[src/rtl/sm4_pkg.sv]
// ----------------------------------------------------------------------------
// SM4 package
// Shared constants, S-box and round functions for the SM4 block cipher.
// ----------------------------------------------------------------------------
package sm4_pkg;

    localparam int unsigned NUM_ROUNDS = 32;
    localparam int unsigned RK_IDX_W   = 5;

    // Register indexes on the configuration port
    localparam logic [2:0] REG_KEY0 = 3'd0;
    localparam logic [2:0] REG_KEY1 = 3'd1;
    localparam logic [2:0] REG_KEY2 = 3'd2;
    localparam logic [2:0] REG_KEY3 = 3'd3;
    localparam logic [2:0] REG_MODE = 3'd4;

    localparam logic [31:0] FK0 = 32'ha3b1bac6;
    localparam logic [31:0] FK1 = 32'h56aa3350;
    localparam logic [31:0] FK2 = 32'h677d9197;
    localparam logic [31:0] FK3 = 32'hb27022dc;

    localparam logic [7:0] SBOX [256] = '{
        8'hd6,8'h90,8'he9,8'hfe,8'hcc,8'he1,8'h3d,8'hb7,8'h16,8'hb6,8'h14,8'hc2,8'h28,8'hfb,8'h2c,8'h05,
        8'h2b,8'h67,8'h9a,8'h76,8'h2a,8'hbe,8'h04,8'hc3,8'haa,8'h44,8'h13,8'h26,8'h49,8'h86,8'h06,8'h99,
        8'h9c,8'h42,8'h50,8'hf4,8'h91,8'hef,8'h98,8'h7a,8'h33,8'h54,8'h0b,8'h43,8'hed,8'hcf,8'hac,8'h62,
        8'he4,8'hb3,8'h1c,8'ha9,8'hc9,8'h08,8'he8,8'h95,8'h80,8'hdf,8'h94,8'hfa,8'h75,8'h8f,8'h3f,8'ha6,
        8'h47,8'h07,8'ha7,8'hfc,8'hf3,8'h73,8'h17,8'hba,8'h83,8'h59,8'h3c,8'h19,8'he6,8'h85,8'h4f,8'ha8,
        8'h68,8'h6b,8'h81,8'hb2,8'h71,8'h64,8'hda,8'h8b,8'hf8,8'heb,8'h0f,8'h4b,8'h70,8'h56,8'h9d,8'h35,
        8'h1e,8'h24,8'h0e,8'h5e,8'h63,8'h58,8'hd1,8'ha2,8'h25,8'h22,8'h7c,8'h3b,8'h01,8'h21,8'h78,8'h87,
        8'hd4,8'h00,8'h46,8'h57,8'h9f,8'hd3,8'h27,8'h52,8'h4c,8'h36,8'h02,8'he7,8'ha0,8'hc4,8'hc8,8'h9e,
        8'hea,8'hbf,8'h8a,8'hd2,8'h40,8'hc7,8'h38,8'hb5,8'ha3,8'hf7,8'hf2,8'hce,8'hf9,8'h61,8'h15,8'ha1,
        8'he0,8'hae,8'h5d,8'ha4,8'h9b,8'h34,8'h1a,8'h55,8'had,8'h93,8'h32,8'h30,8'hf5,8'h8c,8'hb1,8'he3,
        8'h1d,8'hf6,8'he2,8'h2e,8'h82,8'h66,8'hca,8'h60,8'hc0,8'h29,8'h23,8'hab,8'h0d,8'h53,8'h4e,8'h6f,
        8'hd5,8'hdb,8'h37,8'h45,8'hde,8'hfd,8'h8e,8'h2f,8'h03,8'hff,8'h6a,8'h72,8'h6d,8'h6c,8'h5b,8'h51,
        8'h8d,8'h1b,8'haf,8'h92,8'hbb,8'hdd,8'hbc,8'h7f,8'h11,8'hd9,8'h5c,8'h41,8'h1f,8'h10,8'h5a,8'hd8,
        8'h0a,8'hc1,8'h31,8'h88,8'ha5,8'hcd,8'h7b,8'hbd,8'h2d,8'h74,8'hd0,8'h12,8'hb8,8'he5,8'hb4,8'hb0,
        8'h89,8'h69,8'h97,8'h4a,8'h0c,8'h96,8'h77,8'h7e,8'h65,8'hb9,8'hf1,8'h09,8'hc5,8'h6e,8'hc6,8'h84,
        8'h18,8'hf0,8'h7d,8'hec,8'h3a,8'hdc,8'h4d,8'h20,8'h79,8'hee,8'h5f,8'h3e,8'hd7,8'hcb,8'h39,8'h48
    };

    // Four 32-bit words carried between cells
    typedef struct packed {
        logic [31:0] w0;
        logic [31:0] w1;
        logic [31:0] w2;
        logic [31:0] w3;
    } t_block;

    function automatic logic [31:0] rotl(input logic [31:0] x, input int unsigned n);
        rotl = (x << n) | (x >> (32 - n));
    endfunction

    function automatic logic [31:0] subst(input logic [31:0] x);
        subst = {SBOX[x[31:24]], SBOX[x[23:16]], SBOX[x[15:8]], SBOX[x[7:0]]};
    endfunction

    function automatic logic [31:0] t_data(input logic [31:0] x);
        logic [31:0] b;
        b = subst(x);
        t_data = b ^ rotl(b, 2) ^ rotl(b, 10) ^ rotl(b, 18) ^ rotl(b, 24);
    endfunction

    function automatic logic [31:0] t_key(input logic [31:0] x);
        logic [31:0] b;
        b = subst(x);
        t_key = b ^ rotl(b, 13) ^ rotl(b, 23);
    endfunction

    // CK byte j of word i is (4*i+j)*7 mod 256
    function automatic logic [31:0] ck_word(input logic [RK_IDX_W-1:0] i);
        logic [7:0] base;
        base = {1'b0, i, 2'b00};
        ck_word = {8'(base * 8'd7), 8'((base + 8'd1) * 8'd7),
                   8'((base + 8'd2) * 8'd7), 8'((base + 8'd3) * 8'd7)};
    endfunction

endpackage

[src/rtl/sm4_key_sched.sv]
// ----------------------------------------------------------------------------
// SM4 key schedule
// Expands the round keys one per cycle after any key write.
// ----------------------------------------------------------------------------
module sm4_key_sched import sm4_pkg::*; (
    input  logic        i_clk,
    input  logic        i_rst_n,
    input  logic        i_start,
    input  t_block      i_key,
    output logic        o_busy,
    output logic [31:0] o_rk [NUM_ROUNDS]
);

    logic                r_run;
    logic [RK_IDX_W-1:0] r_idx;
    t_block              r_k;
    logic [31:0]         r_rk [NUM_ROUNDS];
    logic [31:0]         n_key;

    assign n_key = r_k.w0 ^ t_key(r_k.w1 ^ r_k.w2 ^ r_k.w3 ^ ck_word(r_idx));

    // one round key per cycle
    always_ff @(posedge i_clk) begin
        if (!i_rst_n) begin
            r_run <= 1'b0;
            r_idx <= '0;
        end else if (i_start) begin
            r_run <= 1'b1;
            r_idx <= '0;
        end else if (r_run) begin
            r_idx <= r_idx + 1'b1;
            if (r_idx == RK_IDX_W'(NUM_ROUNDS - 1)) begin
                r_run <= 1'b0;
            end
        end
        if (i_start) begin
            r_k <= '{i_key.w0 ^ FK0, i_key.w1 ^ FK1, i_key.w2 ^ FK2, i_key.w3 ^ FK3};
        end else if (r_run) begin
            r_k           <= '{r_k.w1, r_k.w2, r_k.w3, n_key};
            r_rk[r_idx]   <= n_key;
        end
    end

    assign o_busy = r_run;
    assign o_rk   = r_rk;

endmodule
[config.mk]
export PLATFORM = sky130hd
export DESIGN_NAME = sm4_key_sched
export DESIGN_NICKNAME = d
export VERILOG_FILES = /design/src/rtl/sm4_pkg.sv /design/src/rtl/sm4_key_sched.sv
export SDC_FILE = /design/constraint.sdc
export NUM_CORES = 2
export LEC_CHECK = 0
export ABC_AREA = 0
export ABC_CLOCK_PERIOD_IN_PS = 7700
export BUFFER_PORTS_ARGS = -buffer_cell sky130_fd_sc_hd__buf_2
export CAP_MARGIN = 20
export CORE_AREA = 2 2 446 448
export DETAILED_ROUTE_END_ITERATION = 8
export DIE_AREA = 0 0 448 450
export GPL_ROUTABILITY_DRIVEN = 1
export PLACE_DENSITY_LB_ADDON = 0.05
export SYNTH_ARGS = -nofsm -noshare
export SYNTH_HDL_FRONTEND = slang
export SYNTH_SLANG_ARGS = --single-unit
export TNS_END_PERCENT = 100
[constraint.sdc]
create_clock -name i_clk -period 7.7 [get_ports i_clk]
set_clock_uncertainty 0.15 [all_clocks]
set_input_delay 0 -clock i_clk [delete_from_list [all_inputs] [get_ports i_clk]]
set_output_delay 0 -clock i_clk [all_outputs]
set_load 0.05 [all_outputs]
==> out/metrics.cfg <==
[placed_design]
gp_congestion=1.00
portBuffers=1155
place_hpwl_um=224000

[clock_network]
clk_latency_ns=0.82
cts_made_buffers=138
cts_htree_levels=4
root_buffer=clkbuf_16
cts_tree=built
cts.repair.resized=0
clk_pin_slew_ns=0.06
cts_num_sinks=1158
clock_path_buffers=3

[routing]
drt_first_pass_iters=6
drc=0
first_iter_violations=5152
vias_per_cell=5.43
drtAntennaViolNets=0
wire_per_inst_um=38.1
wirelength_um=311000
dr_total_vias=44341

[synthesis]
yosysWarnings=0
ys_seq_area_frac=0.672
ys_ff_latch=1158
synthFlopType=edfxtp_1
syn-cell-area_um2=51700
synth-edff-count=1152
postSynthAreaPerCell_um2=13.2
yosysTopAreaCell=edfxtp_1
yosys.cell_types.count=85
synth_top_area_frac=0.669
async_flop_share=0
syn_inst=3914
syn_nets=4095
synth_area_leaders=edfxtp_1 67%, o21ai_0 2.7%, nand2_1 2.6%, nor2_1 2.3%, a21oi_1 2.1%

[floorplanning]
dieArea_um2=202000
ioPinCount=1156
dieWidth_um=448
rows=163
start_util=0.263
core-area_um2=197000
die_h_um=450

[sta]
period_needed_ns=7.35
finalHoldViolCount=0
fmax_mhz=136
setup_violations=0
slew_headroom=0.219
rsz0062_at_grt=false
worstMarginPinSlew_ns=1.17
drv_slew=0
period_share=0.955
totalNegativeSetupSlack_ns=0

[min_path]
whs_path_depth=3
hold_path_class=in -> reg

[setup_path]
cp_max_fo=35
critPathLaunchType=flop
end_kind=flop
crit_arrival_ns=7.74
critPathRequiredTime_ns=8.09
crit_type=reg -> reg
reg2regPathDepth=12

[grt]
grt_max_degree=87
track_usage=0.298
grt_antenna_before_repair=22
grt_pass1_vias=42326
grt_pass1_wl_um=409000
grt-ovfl-total=0

[layout]
num-nets-final=5599
syn_to_final_growth_pct=34.3
layout-drive-gt1-share=0.320
fillers=19616

[flow_run]
maxCapViolCount=0

[status]
status=finished clean

## per-stage QoR
stage	utilization	instances	area [um2]	setup slack (ns)	hold WS, ns
after global placement	0.317	7644	62300	0.888	0.127
after global routing	0.353	8166	69400	0.200	0.00937
final	0.353	8172	69400	0.346	0.0248
after detailed placement	0.317	7645	62300	0.892	0.127
after CTS	0.353	8163	69400	0.456	0.00158
after floorplan	-	3914	51700	2.11	0.00381
## per-layer routing
metal / vias up / track usage / routed length (um)
met4: 2 / 0.0880 / 10300
met2: 2325 / 0.515 / 155000
met5: - / 0 / 13
li1: 18339 / - / -
met1: 23318 / 0.371 / 122000
met3: 357 / 0.0643 / 23500
## sequential cells by signal, summed over array words and instances (netlist names)
signal and count:
r_k 128, o_busy 1, r_idx 5, o_rk 1024
## worst max-delay path: stages (launching register included)
cell           delay (ns)
dfxtp_1              0.65
fa_1                 0.55
ha_1                 0.52
a31o_2               0.33
a21oi_1              0.77
xor2_2               0.67
o311ai_0             0.39
a2111oi_0            0.89
a311o_1              0.35
xor2_1               0.18
xnor3_4              0.79
o21a_1               0.33
dlygate4sd3_1        0.54
## area by class of cell
| class | instances | area [um2] | area share |
|---|---|---|---|
| Sequential cell | 1158 | 34700 | 0.500 |
| Multi-Input combinational cell | 2420 | 16400 | 0.237 |
| Timing Repair Buffer | 1663 | 10500 | 0.151 |
| Clock buffer | 170 | 3600 | 0.0519 |
| Tap cell | 2640 | 3300 | 0.0476 |
| Clock inverter | 76 | 702 | 0.0101 |
| Inverter | 37 | 143 | 0.00206 |
| Antenna cell | 8 | 20.0 | 0.000288 |
## Yosys cell counts, types with 14 or more instances
cell type and n:
o21ai_0 277, a2111oi_0 24, buf_2 50, o311ai_0 36, o22ai_1 37, nand2_1 352, nand4_1 27, mux2i_1 32
a31oi_1 67, buf_1 34, nor3_1 100, o221ai_1 26, xnor2_1 91, a22oi_1 14, a21oi_1 220, nor2_1 310
o2111ai_1 28, a221oi_1 45, mux2_2 62, o31ai_1 29, a211oi_1 51, o211ai_1 53, nand3_1 110, nor4_1 28
xnor3_1 29, xor2_1 50, ha_1 43, a32oi_1 19, edfxtp_1 1152, clkbuf_1 214, a311oi_1 34, inv_1 34
## cells by family (layout without fill, tap and decap cells)
family / after synthesis / after routing / synth area share
DFF: 1158 / 1158 / 0.672
xor gates and xnor gates: 186 / 186 / 0.0434
AOI/OAI and AO/OA: 1099 / 1099 / 0.142
buffers and inverters: 336 / 1946 / 0.0257
adders and majority gates: 53 / 53 / 0.0137
and+or+nand+nor: 987 / 987 / 0.0831
muxes: 95 / 95 / 0.0201
other: 0 / 8 / 0
## worst paths after layout
path	end	start	slack (ns)
max	r_k[20]	r_idx[2]	0.35
min	r_k[13]	i_start	0.02
max reg2reg	r_k[20]	r_idx[2]	0.35
min reg2reg	r_k[77]	r_k[45]	0.42
## repair_timing
action                                 CTS  global route
hold buffers                           272             0
endpoints found under the hold margin  134             0
buffers inserted                         0             0
## cells in the final DEF (no fill, tap or decap), types with 110 or more instances in the layout
cell              n
edfxtp_1       1152
a21oi_1         220
buf_4           219
clkbuf_16       139
dlygate4sd3_1   272
nor2_1          277
nand2_1         352
nand3_1         110
o21ai_0         277
buf_2          1154
Power is left out: the tool's default activity adds up to more than one toggle a clock period on the data nets, which glitch-free logic cannot reach.
